<file path="config.mk">
export PLATFORM = sky130hd
export DESIGN_NAME = ccrng_ctrl
export DESIGN_NICKNAME = d
export VERILOG_FILES = /design/src/rtl/ccrng_pkg.sv /design/src/rtl/ccrng_ctrl.sv
export SDC_FILE = /design/constraint.sdc
export NUM_CORES = 1
export LEC_CHECK = 0
export ABC_AREA = 1
export BUFFER_PORTS_ARGS = -buffer_cell sky130_fd_sc_hd__buf_2
export CORE_ASPECT_RATIO = 0.6
export CORE_UTILIZATION = 35
export DETAILED_ROUTE_END_ITERATION = 8
export HOLD_SLACK_MARGIN = 0.06
export PLACE_DENSITY = 0.56
export REMOVE_ABC_BUFFERS = 1
export SYNTH_ARGS = -nofsm -noshare
export SYNTH_HDL_FRONTEND = slang
export SYNTH_SLANG_ARGS = --single-unit
</file>
<file path="constraint.sdc">
create_clock -name clk -period 2.5 [get_ports clk]
set_clock_uncertainty 0.2 [all_clocks]
set_input_delay 0.375 -clock clk [delete_from_list [all_inputs] [get_ports clk]]
set_output_delay 0.375 -clock clk [all_outputs]
set_load 0.02 [all_outputs]
</file>
<file path="src/rtl/ccrng_pkg.sv">
// ============================================================================
// ccrng_pkg: shared types and constants for the ChaCha20 random generator
// Request codes, status codes, controller commands and the quarter round.
// ============================================================================
package ccrng_pkg;

	localparam int BufferBlocks = 16;
	localparam int BufWords     = BufferBlocks * 16;
	localparam int BufBytes     = BufferBlocks * 64;
	localparam int BufAw        = $clog2(BufWords);
	localparam int UnreadW      = $clog2(BufBytes + 1);
	localparam int BlkW         = $clog2(BufferBlocks + 1);
	localparam int SeedBytes    = 40;
	localparam int MixWords     = SeedBytes / 8;
	localparam logic [31:0] DefaultInterval = 32'd1600000;

	localparam logic [1:0] REQ_WORD    = 2'd0;
	localparam logic [1:0] REQ_SEED    = 2'd1;
	localparam logic [1:0] REQ_ENTROPY = 2'd2;

	localparam logic [1:0] ST_WORD  = 2'd0;
	localparam logic [1:0] ST_NEED  = 2'd1;
	localparam logic [1:0] ST_CHUNK = 2'd2;

	localparam logic [31:0] Sigma0 = 32'h61707865;
	localparam logic [31:0] Sigma1 = 32'h3320646e;
	localparam logic [31:0] Sigma2 = 32'h79622d32;
	localparam logic [31:0] Sigma3 = 32'h6b206574;

	// Command from controller to datapath
	typedef struct packed {
		logic       blk_start;    // load block input state, zero round count
		logic       round_step;   // one half round (column or diagonal)
		logic       blk_store;    // write word (feed-forward) into buffer
		logic       rekey_load;   // read key words out of buffer
		logic       mix_en;       // xor collected bytes into the new key
		logic       seed_load;    // key straight from mix buffer
		logic       clr_mix;
		logic       clr_buf_step; // zero one buffer word
		logic       word_read;    // issue read for next word
		logic       word_take;    // capture word, zero entry
		logic       add_byte;     // add one chunk byte
		logic       finish_seed;  // restore budget, seeded, unread 0
		logic       set_unread;   // unread after rekey
		logic       dec_budget;
	} cmd_t;

	// Status from datapath to controller
	typedef struct packed {
		logic seeded;
		logic budget_low;
		logic unread_low;
		logic mix_full;
		logic mix_empty;
		logic rounds_done;
		logic blk_end;
		logic store_done;
		logic key_done;
		logic clr_done;
	} sts_t;

	function automatic logic [127:0] qr(input logic [127:0] v);
		logic [31:0] a, b, c, d;
		a = v[31:0]; b = v[63:32]; c = v[95:64]; d = v[127:96];
		a = a + b; d = d ^ a; d = {d[15:0], d[31:16]};
		c = c + d; b = b ^ c; b = {b[19:0], b[31:20]};
		a = a + b; d = d ^ a; d = {d[23:0], d[31:24]};
		c = c + d; b = b ^ c; b = {b[24:0], b[31:25]};
		return {d, c, b, a};
	endfunction

endpackage

</file>
<file path="src/rtl/ccrng_ctrl.sv">
// ============================================================================
// ccrng_ctrl: request sequencer
// Decodes requests, runs rekey, seed keying, buffer clear and word reads.
// ============================================================================
module ccrng_ctrl
	import ccrng_pkg::*;
(
	input  logic        clk,
	input  logic        arst_n,
	input  logic        in_valid,
	output logic        in_ready,
	input  logic [1:0]  req_type,
	input  logic [3:0]  chunk_bytes,
	input  logic        chunk_last,
	output logic [2:0]  byte_idx,
	output cmd_t        cmd,
	input  sts_t        sts,
	output logic        res_valid,
	output logic        res_word,
	output logic [1:0]  res_status
);
	typedef enum logic [9:0] {
		S_IDLE   = 10'b0000000001,
		S_BYTES  = 10'b0000000010,
		S_BSTART = 10'b0000000100,
		S_ROUND  = 10'b0000001000,
		S_STORE  = 10'b0000010000,
		S_KEY    = 10'b0000100000,
		S_CLEAR  = 10'b0001000000,
		S_RDADDR = 10'b0010000000,
		S_RDTAKE = 10'b0100000000,
		S_DONE   = 10'b1000000000
	} state_t;

	state_t     state_q, state_d;
	logic [1:0] type_q, type_d;
	logic [3:0] n_q, n_d;
	logic       last_q, last_d;
	logic [2:0] bi_q, bi_d;
	logic       after_q, after_d;   // rekey return: 0 to bytes loop, 1 to end
	logic       clr_pend_q, clr_pend_d;
	logic       ent_block;          // entropy byte waits for an overflow rekey

	assign byte_idx = bi_q;
	assign in_ready = state_q == S_IDLE;
	assign ent_block = type_q == REQ_ENTROPY && sts.mix_full;

	// Next state, commands and results
	always_comb begin
		cmd = '0;
		state_d = state_q;
		type_d = type_q; n_d = n_q; last_d = last_q; bi_d = bi_q;
		after_d = after_q; clr_pend_d = clr_pend_q;
		res_valid = 1'b0; res_word = 1'b0; res_status = ST_CHUNK;
		case (state_q)
			S_IDLE: begin
				if (in_valid) begin
					type_d = req_type;
					n_d    = (chunk_bytes > 4'd8) ? 4'd8 : chunk_bytes;
					last_d = chunk_last;
					bi_d   = '0;
					clr_pend_d = 1'b0;
					after_d = 1'b0;
					case (req_type)
						REQ_WORD: begin
							if (sts.seeded && !sts.budget_low) begin
								cmd.dec_budget = 1'b1;
								after_d = 1'b1;
								state_d = sts.unread_low ? S_BSTART : S_RDADDR;
							end
						end
						REQ_SEED: state_d = S_BYTES;
						REQ_ENTROPY: if (sts.seeded) state_d = S_BYTES;
						default: ;
					endcase
				end
			end
			S_BYTES: begin
				// one chunk byte per cycle; entropy overflow triggers a rekey
				if (n_q != 4'd0 && ent_block) begin
					state_d = S_BSTART;
				end else begin
					if (n_q != 4'd0) begin
						cmd.add_byte = 1'b1;
						bi_d = bi_q + 3'd1;
					end
					// chunk end once all bytes are in; the group ends with the last chunk
					if (n_q == 4'd0 || {1'b0, bi_q} == n_q - 4'd1) begin
						if (!last_q) state_d = S_DONE;
						else if (type_q == REQ_SEED) begin
							clr_pend_d = 1'b1;
							state_d = sts.seeded ? S_BSTART : S_CLEAR;
						end else if (sts.mix_empty && n_q == 4'd0) begin
							state_d = S_DONE;
						end else begin
							after_d = 1'b1;
							state_d = S_BSTART;
						end
					end
				end
			end
			S_BSTART: begin cmd.blk_start = 1'b1; state_d = S_ROUND; end
			S_ROUND: begin
				cmd.round_step = 1'b1;
				if (sts.rounds_done) state_d = S_STORE;
			end
			S_STORE: begin
				cmd.blk_store = 1'b1;
				if (sts.store_done) state_d = S_KEY;
				else if (sts.blk_end) state_d = S_BSTART;
			end
			S_KEY: begin
				cmd.rekey_load = 1'b1;
				cmd.mix_en = type_q != REQ_WORD;
				if (sts.key_done) begin
					cmd.set_unread = 1'b1;
					cmd.clr_mix = type_q != REQ_WORD;
					if (type_q == REQ_WORD) state_d = S_RDADDR;
					else if (clr_pend_q) state_d = S_CLEAR;
					else if (after_q) state_d = S_DONE;
					else state_d = S_BYTES;
				end
			end
			S_CLEAR: begin
				cmd.clr_buf_step = 1'b1;
				cmd.seed_load = clr_pend_q && !sts.seeded;
				if (sts.clr_done) begin
					cmd.clr_mix = 1'b1;
					cmd.finish_seed = 1'b1;
					state_d = S_DONE;
				end
			end
			S_RDADDR: begin cmd.word_read = 1'b1; state_d = S_RDTAKE; end
			S_RDTAKE: begin
				cmd.word_take = 1'b1;
				res_valid = 1'b1; res_word = 1'b1; res_status = ST_WORD;
				state_d = S_IDLE;
			end
			S_DONE: begin res_valid = 1'b1; state_d = S_IDLE; end
			default: state_d = S_IDLE;
		endcase
	end

	// Sequencing registers
	always_ff @(posedge clk or negedge arst_n) begin
		if (!arst_n) begin
			state_q <= S_IDLE; type_q <= REQ_WORD; n_q <= '0; last_q <= 1'b0;
			bi_q <= '0; after_q <= 1'b0; clr_pend_q <= 1'b0;
		end else begin
			state_q <= state_d; type_q <= type_d; n_q <= n_d; last_q <= last_d;
			bi_q <= bi_d; after_q <= after_d; clr_pend_q <= clr_pend_d;
		end
	end
endmodule

</file>
* Word-level counts from Yosys, hierarchy flattened
Index checks and enable logic that the tools add are counted.
Operators by class: $add $sub $neg 2, $lt $le $gt $ge 1, equal/unequal tests 31, mux-type cells 61, reduce and logical (&&, ||, !) cells 20
Operators with widths (number):
- 10-bit two-way mux | 16
- 10-bit one-hot mux with 8 select lines | 1
- 1-bit two-way mux | 31
- 10-bit one-hot mux with 3 select lines | 1
- 2-bit inequality test, second input constant | 11
- 3-bit inequality test, second input constant | 4
- 10-bit by 1-bit == test with 1-bit output, second input constant | 1
- 10-bit == test, second input constant | 1
- 10-bit by 2-bit == test with 1-bit output, second input constant | 1
- 10-bit by 3-bit == test with 1-bit output, second input constant | 1
- 10-bit by 4-bit == test with 1-bit output, second input constant | 1
- 10-bit by 5-bit == test with 1-bit output, second input constant | 1
- 10-bit by 6-bit == test with 1-bit output, second input constant | 1
- 10-bit by 7-bit == test with 1-bit output, second input constant | 1
- 10-bit by 8-bit == test with 1-bit output, second input constant | 1
- 10-bit by 9-bit == test with 1-bit output, second input constant | 1
- 3-bit two-way mux | 3
- 9-bit AND reduction | 1
- 8-bit two-way mux | 1
- 7-bit two-way mux | 1
- 7-bit AND reduction | 1
- 1-bit one-hot mux with 2 select lines | 3
- 3-bit one-hot mux with 2 select lines | 1
- 6-bit AND reduction | 1
- 19 further kinds | 29
Storage, ports and cells: flip-flop bits (word level) 22, output and inout port bits 22, word-level logic and storage cells 122

* Depth between registers and ports, before layout
Gate-level depths: netlist (run 1).
word-level depth 8, mapped depth 13, depth with buffers taken out 13

* Least setup slack after synthesis (run 1)
OpenSTA, ideal clock, no wires.
path type register -> output, start point reg state_q[2], end point out res_valid, data arrival time 2.019 ns, slack -0.094 ns, stages on the path, launching flop included 8, path buffers 0, cells stage by stage dfrtp_1 nor2_2 inv_1 nor2_1 nand2_1 nor3_1 inv_1 o21ai_0
On the way: word-level cells in the longest chain between the ends 3, elaborated cells between the ends (all ways) 4, those cells by class eq/ne (2); mux (1); reduce/logical (1)
RTL lines:
- start: declaration | line ccrng_ctrl.sv:35 | state_t state_q, state_d;
- start signal: assignment | line ccrng_ctrl.sv:150 | state_q <= state_d; type_q <= type_d; n_q <= n_d; last_q <= last_d;
- 10-bit by 9-bit == test with 1-bit output or 10-bit == test (tied branches) | line ccrng_ctrl.sv:55 | case (state_q)
- 2-bit OR reduction (no source line) (*)
- 1-bit two-way mux (*) | line ccrng_ctrl.sv:55
- end: declaration | line ccrng_ctrl.sv:18 | output logic res_valid,
Mark *: on every way between the ends. The rest lies on a longest branch, timed or not.

==> results of run 1 <==
sequential cells by signal, summed over array words and instances (netlist names):
| name | cells |
|---|---|
| after_q | 1 |
| type_q | 2 |
| n_q | 4 |
| clr_pend_q | 1 |
| byte_idx | 3 |
| state_q | 10 |
| last_q | 1 |
power by group:
group	internal, uW	switching, uW	total [uW]
clock network	141	125	265
registers	454	72.4	527
logic	376	720	1100
total	971	918	1890
cell families (layout without fill, tap and decap cells):
logic type,after synthesis,in the layout
xor+xnor,1,1
flops,22,22
buf+inv,52,99
other cells,1,1
simple gates,140,140
fa+ha+maj,6,6
compound gates,28,28
per-stage QoR:
step	util	total power [uW]	instances	TNS (ns)	cell area, um2
floorplan	-	1312	248	-0.7011	1660
global placement	0.4227	1568	351	0	1939
detailed placement	0.4227	1561	351	0	1939
CTS	0.4374	1839	356	0	2007
global route	0.4475	2058	360	-0.002377	2053
finish	0.4475	1888	360	0	2053
cell usage in the layout, fill, tap and decap left out, types with 2 or more instances in the layout:
| cell | netlist | layout |
|---|---|---|
| sky130_fd_sc_hd__ha_1 | 6 | 6 |
| sky130_fd_sc_hd__nor2_2 | 3 | 5 |
| sky130_fd_sc_hd__inv_2 | 4 | 4 |
| sky130_fd_sc_hd__nand3b_1 | 2 | 2 |
| sky130_fd_sc_hd__buf_4 | 2 | 4 |
| sky130_fd_sc_hd__nand2_1 | 60 | 60 |
| sky130_fd_sc_hd__o21bai_1 | 2 | 2 |
| sky130_fd_sc_hd__nor2_8 | 2 | 2 |
| sky130_fd_sc_hd__o21ai_1 | 5 | 5 |
| sky130_fd_sc_hd__inv_1 | 46 | 46 |
| sky130_fd_sc_hd__nand3_1 | 20 | 20 |
| sky130_fd_sc_hd__nor2_1 | 39 | 36 |
| sky130_fd_sc_hd__nand2_2 | 4 | 4 |
| sky130_fd_sc_hd__nand4_1 | 5 | 5 |
| sky130_fd_sc_hd__clkbuf_8 | 0 | 4 |
| sky130_fd_sc_hd__a21oi_1 | 5 | 5 |
| sky130_fd_sc_hd__buf_2 | 0 | 40 |
| sky130_fd_sc_hd__o22ai_2 | 3 | 3 |
| sky130_fd_sc_hd__o21ai_0 | 7 | 7 |
| sky130_fd_sc_hd__dfrtp_1 | 21 | 20 |
| sky130_fd_sc_hd__nor2_4 | 1 | 2 |
final cells by class:
| class | instances | area [um2] | share of cell area |
|---|---|---|---|
| Clock buffer | 4 | 55.05 | 0.02681 |
| Multi-Input combinational cell | 176 | 938.4 | 0.4570 |
| Tap cell | 63 | 78.83 | 0.03839 |
| Timing Repair Buffer | 45 | 240.2 | 0.1170 |
| Inverter | 50 | 187.7 | 0.09141 |
| Sequential cell | 22 | 553.0 | 0.2693 |
layer usage:
metal,vias to the layer above,part of all wire
li1,868,-
met1,744,0.59
met2,44,0.35
met3,2,0.052
met4,0,0.0039
met5,-,0
what timing repair did:
action,CTS,global route
pin swaps,0,1
buffers inserted,0,4
resized for setup,1,5
endpoints found under the setup margin,1,4
hold buffers,1,0
gates cloned,0,0
hold endpoints to repair,21,0
path summary, 6_finish.rpt:
| kind | start | end | slack [ns] | cells after the start |
|---|---|---|---|---|
| max in group asynchronous | arst_n | state_q[9] | 1.32 | 2 |
| setup / recovery | state_q[2] | cmd[7] | 0.13 | 6 |
| setup reg to reg | n_q[0] | state_q[2] | 0.43 | 11 |
| hold reg to reg | state_q[0] | state_q[0] | 0.30 | 2 |
| min in group asynchronous | arst_n | clr_pend_q | 0.40 | 2 |
| hold / removal | sts[3] | state_q[4] | 0.08 | 2 |
worst max-delay path, delay by kind of cell, from the launching register on:
family / cells / cell delay, ns
and+or+nand+nor: 4 / 0.66
DFF: 1 / 0.42
AOI/OAI and AO/OA: 1 / 0.24
buffers and inverters: 1 / 0.20
==> run_results.csv, run 1 <==
group,metric,value,unit
critical_path,timing.critical_path.required,1.92,ns
global_routing,groute.layer.met2.usage,0.2251,
synth,syn-instance-count,250,
worst_hold_path,min_path_type,"input port to flip-flop",
synth,synth_area_leader_cell,"sky130_fd_sc_hd__dfrtp_1",
cts,clk_latency_worst_skew_pair,0.27,ns
synth,syn_area,1675,um2
floorplan,fp.dieH,55.59,um
placement,gp_congestion,0.8800,
detailed_routing,finalWirelength,4.343,mm
detailed_routing,routedWlPerCell,12.06,um
power,worst_ir_drop_vdd,0.0002861,V
sta,timing.max_slew.rel_slack,0.6569,
cts,clockRootBuffer,"sky130_fd_sc_hd__clkbuf_8",
global_routing,globalRouteTotalUtil,0.1804,
synth,synth_cell_types,31,
cts,ctsLongestPathBuffers,2,
floorplan,die_outline_width,91.32,um
sta,post-route-worst-setup-slack,0.1321,ns
detailed_routing,drtIter0Drc,114,
synth,synth_compound_gate_area_share,0.1135,
critical_path,timing_worst_setup_path_type,"flip-flop to primary output",
final_layout,net_count_reported_at_finish,324,
global_routing,gr-total-overflow,0,
detailed_routing,routed_via_density,4.606,
sta,slew_viol_final,0,
critical_path,critPathMostFrequentCell,"sky130_fd_sc_hd__nand2_2",
sta,layout_worst_path_cycle_share,0.9472,
cts,tritoncts,"built",
sta,tightest_slew,0.5147,ns
sta,fmax,422.3,MHz
detailed_routing,dr.pass1.iters,4,
synth,warnings_synthesis,0,
final_layout,antenna-diode-count,0,
power,p_leak,0.001221,uW
status,run_status,"finished clean",
synth,post_synth_and_or_nand_nor_area_fraction,0.3839,
global_routing,use_met3,0.04098,
final_layout,area_growth_syn_to_layout,22.55,%
synth,synth.yosys.seq_area_share,0.3294,
placement,worst_slack_after_detailed_placement,0.2636,ns
synth,post_synth_most_frequent_cells,"sky130_fd_sc_hd__nand2_1 (60), sky130_fd_sc_hd__inv_1 (46), sky130_fd_sc_hd__nor2_1 (39)",
critical_path,cp_max_fo,7,
cts,numCtsBuffers,3,
cts,clock-sinks,22,
sta,fin_crit,2.368,ns
floorplan,initial_core_util,0.3651,
synth,dominantRegCellSynth,"sky130_fd_sc_hd__dfrtp_1",
floorplan,core_region_area,4588,um2
placement,hpwl_dp,3.560,mm
sta,finalSetupViolCount,0,
synth,synth_top_cells_by_area,"sky130_fd_sc_hd__dfrtp_1 (31%), sky130_fd_sc_hd__nand2_1 (13%), sky130_fd_sc_hd__inv_1 (10%), sky130_fd_sc_hd__nor2_1 (8.7%), sky130_fd_sc_hd__nand3_1 (6.0%)",
detailed_routing,route.vias.total,1658,
synth,xor_and_xnor_area_share_after_synthesis,0.005228,
sta,hold_slack,0.08139,ns
synth,share_of_yosys_cell_area_claimed_by_the_top_area_cell_type,0.3137,
global_routing,grt_pass1_vias,1378,
synth,synth_top_family_by_area,"simple AND/OR/NAND/NOR gates",
detailed_routing,final_antenna_net_count,0,
critical_path,cp-end-kind,"primary output",
synth,synth.ff_latch_count,22,
floorplan,site_rows,19,
synth,most_used_standard_cell_by_instance_count_after_synthesis,"sky130_fd_sc_hd__nand2_1",
global_routing,grt_pass1_wl,6.975,mm
floorplan,die_area,5076,um2
global_routing,grt_antenna_before_repair,0,
global_routing,grt_max_degree,23,
final_layout,drive_above_1_share,0.2492,
critical_path,startpoint_type,"flip-flop",
synth,share_of_synthesized_area_spent_on_multiplexers,0,
sta,hold_viol_final,0,
global_routing,grt_util_met1,0.3060,
critical_path,crit_path_max_delay_cell_type,"sky130_fd_sc_hd__dfrtp_1",
critical_path,cp_cell_sequence,"nor2_2, nand2_2, nor2_1, nand2_2, o32ai_1, buf_2",
floorplan,boundaryPins,42,
global_routing,grt_busiest_layer,"met1",
detailed_routing,drc,0,
cts,path_clk_slew,0.09,ns
synth,ffs_w_async_s_r_synth,1.000,
critical_path,critical_path_arrival,1.79,ns
power,power.density_cell_area,919.7,nW/um2
synth,yosys.area_share.adder,0.04481,
placement,placement.io_buffers,40,
synth,synth.avg_cell_area,6.701,um2
synth,synth-edff-count,0,
critical_path,critical_path.max_stage_delay,0.42,ns
final_layout,fillerInstances,500,
cts,cts.htree.levels,1,
run,cap_violations,0,
(Power assumes the default switching activity.)
==> inputs of run 2 (changes only) <==
RECOVER_POWER = 50   (was unset)
==> run_results.csv, run 2 (same netlist as run 1, synthesis figures left out) <==
group,metric,value,unit
worst_hold_path,hold_path.startpoint,"sts[3]",
sta,finalSetupViolCount,0,
floorplan,core_region_area,4588,um2
critical_path,reg_to_reg_setup_timing_slack,0.43,ns
final_layout,final_cell_mix,"sky130_fd_sc_hd__nand2_1 (60), sky130_fd_sc_hd__inv_1 (46), sky130_fd_sc_hd__buf_2 (38)",
detailed_routing,finalWirelength,4.343,mm
final_layout,net_count_reported_at_finish,324,
critical_path,worst_r2r_startpoint,"n_q[0]",
floorplan,fp.dieH,55.59,um
critical_path,critical_path_arrival,1.79,ns
final_layout,largest_reg_flops,10,
floorplan,die_area,5076,um2
critical_path,startpoint_type,"flip-flop",
cts,ctsLongestPathBuffers,2,
power,worst_ir_drop_vdd,0.0002861,V
power,totalPowerFinal,1887,uW
cts,path_clk_slew,0.09,ns
cts,clockRootBuffer,"sky130_fd_sc_hd__clkbuf_8",
sta,layout_worst_path_cycle_share,0.9472,
global_routing,grt_antenna_before_repair,0,
cts,clk_latency_worst_skew_pair,0.27,ns
sta,totalNegativeSetupSlack,0,ns
cts,cts.htree.levels,1,
critical_path,cp-end-kind,"primary output",
placement,worst_slack_after_detailed_placement,0.2636,ns
floorplan,initial_core_util,0.3651,
status,run_status,"finished clean",
critical_path,crit_path_max_delay_cell_type,"sky130_fd_sc_hd__dfrtp_1",
final_layout,final_core_utilization,0.4470,
placement,placement.io_buffers,40,
sta,tightest_slew,1.234,ns
placement,hpwl_dp,3.560,mm
floorplan,die_outline_width,91.32,um
critical_path,worst_path_dominant_cell_family,"simple AND/OR/NAND/NOR gates",
power,power.density_cell_area,920.2,nW/um2
detailed_routing,routed_via_density,4.606,
power,p_leak,0.001214,uW
worst_hold_path,min_path_type,"input port to flip-flop",
worst_hold_path,worstHoldPathCells,2,
global_routing,grt_pass1_wl,6.975,mm
critical_path,rr_endpoint,"state_q[2]",
sta,fmax,422.3,MHz
sta,slew_viol_final,0,
final_layout,antenna-diode-count,0,
global_routing,grt_pass1_vias,1378,
critical_path,critical_path.max_stage_delay,0.42,ns
critical_path,cp_cell_sequence,"nor2_2, nand2_2, nor2_1, nand2_2, o32ai_1, buf_2",
critical_path,critPathMostFrequentCell,"sky130_fd_sc_hd__nand2_2",
cts,tritoncts,"built",
final_layout,drive_above_1_share,0.2424,
sta,post-route-worst-setup-slack,0.1321,ns
detailed_routing,dr.pass1.iters,4,
final_layout,max_flop_register,"state_q",
global_routing,grt_max_degree,23,
placement,gp_congestion,0.8800,
sta,timing.max_slew.rel_slack,0.1775,
placement,placed_area,1939,um2
critical_path,timing.critical_path.required,1.92,ns
detailed_routing,route.vias.total,1658,
final_layout,final_cell_area,2051,um2
detailed_routing,drtIter0Drc,114,
detailed_routing,drc,0,
detailed_routing,routedWlPerCell,12.06,um
sta,fin_crit,2.368,ns
final_layout,area_growth_syn_to_layout,22.40,%
cts,numCtsBuffers,3,
global_routing,globalRouteTotalUtil,0.1804,
worst_hold_path,hold-path-endpoint,"state_q[4]",
cts,clock-sinks,22,
final_layout,commonest_non_fill_non_tap_cell_in_the_layout,"sky130_fd_sc_hd__nand2_1",
floorplan,site_rows,19,
critical_path,cp_max_fo,7,
critical_path,timing_worst_setup_path_type,"flip-flop to primary output",
critical_path,timing.reg2reg.worst_path_depth,11,
run,cap_violations,0,
sta,hold_viol_final,0,
critical_path,timing.critical_path.buf_inv,1,
detailed_routing,final_antenna_net_count,0,
floorplan,boundaryPins,42,
global_routing,gr-total-overflow,0,
run 2: per-layer routing:
layer	global-route usage	share of wire	up-vias
met3	0.04098	0.052	2
met1	0.3060	0.59	744
met5	0	0	-
li1	-	-	868
met2	0.2251	0.35	44
met4	0.02721	0.0039	0
run 2: final cells by class:
| type | instances | area [um2] |
|---|---|---|
| fillers | 497 | 2537 |
| repair buffers | 45 | 237.7 |
| well taps | 63 | 78.83 |
| clock buffers | 4 | 55.05 |
| inverters | 50 | 187.7 |
| multi-input cells | 176 | 938.4 |
| flip-flops and latches | 22 | 553.0 |
run 2: where the power goes:
part | switching, uW | internal, uW
clock network | 125 | 141
logic | 721 | 375
registers | 72.7 | 454
total | 918 | 969
run 2: worst max-delay path by stage:
stage	from	end	slack, ns	depth (start not counted)
after floorplan	state_q[2]	res_valid	-0.53	7
after global placement	state_q[2]	res_valid	0.29	8
after detailed placement	state_q[2]	res_valid	0.26	8
after CTS	state_q[2]	res_valid	0.06	8
after global routing	state_q[9]	cmd[0]	-0.002	8
final	state_q[2]	cmd[7]	0.13	6
run 2: stage by stage:
| step | hold WS, ns | cells |
|---|---|---|
| 2_1_floorplan | -0.1206 | 248 |
| 3_3_place_gp | 0.1842 | 351 |
| 3_5_place_dp | 0.1879 | 351 |
| 4_1_cts | 0.07945 | 356 |
| 5_1_grt | 0.09054 | 360 |
| 6_report | 0.08139 | 360 |
run 2: worst reg2reg max path, cell delays in order (launching register included):
cell and delay (ns):
sky130_fd_sc_hd__dfrtp_1 0.39, sky130_fd_sc_hd__inv_2 0.12, sky130_fd_sc_hd__ha_1 0.25, sky130_fd_sc_hd__nand2_1 0.06
sky130_fd_sc_hd__inv_1 0.04, sky130_fd_sc_hd__nor2_1 0.07, sky130_fd_sc_hd__nand3_1 0.12, sky130_fd_sc_hd__nor2_1 0.16
sky130_fd_sc_hd__nor2_1 0.05, sky130_fd_sc_hd__nor2_1 0.24, sky130_fd_sc_hd__nand3_1 0.16, sky130_fd_sc_hd__nor2_1 0.14
run 2: timing repair:
item,CTS,global route
endpoints found under the hold margin,21,0
resized for setup,1,5
hold buffers,1,0
setup endpoints to repair,1,4
pin swaps,0,1
buffers inserted,0,4
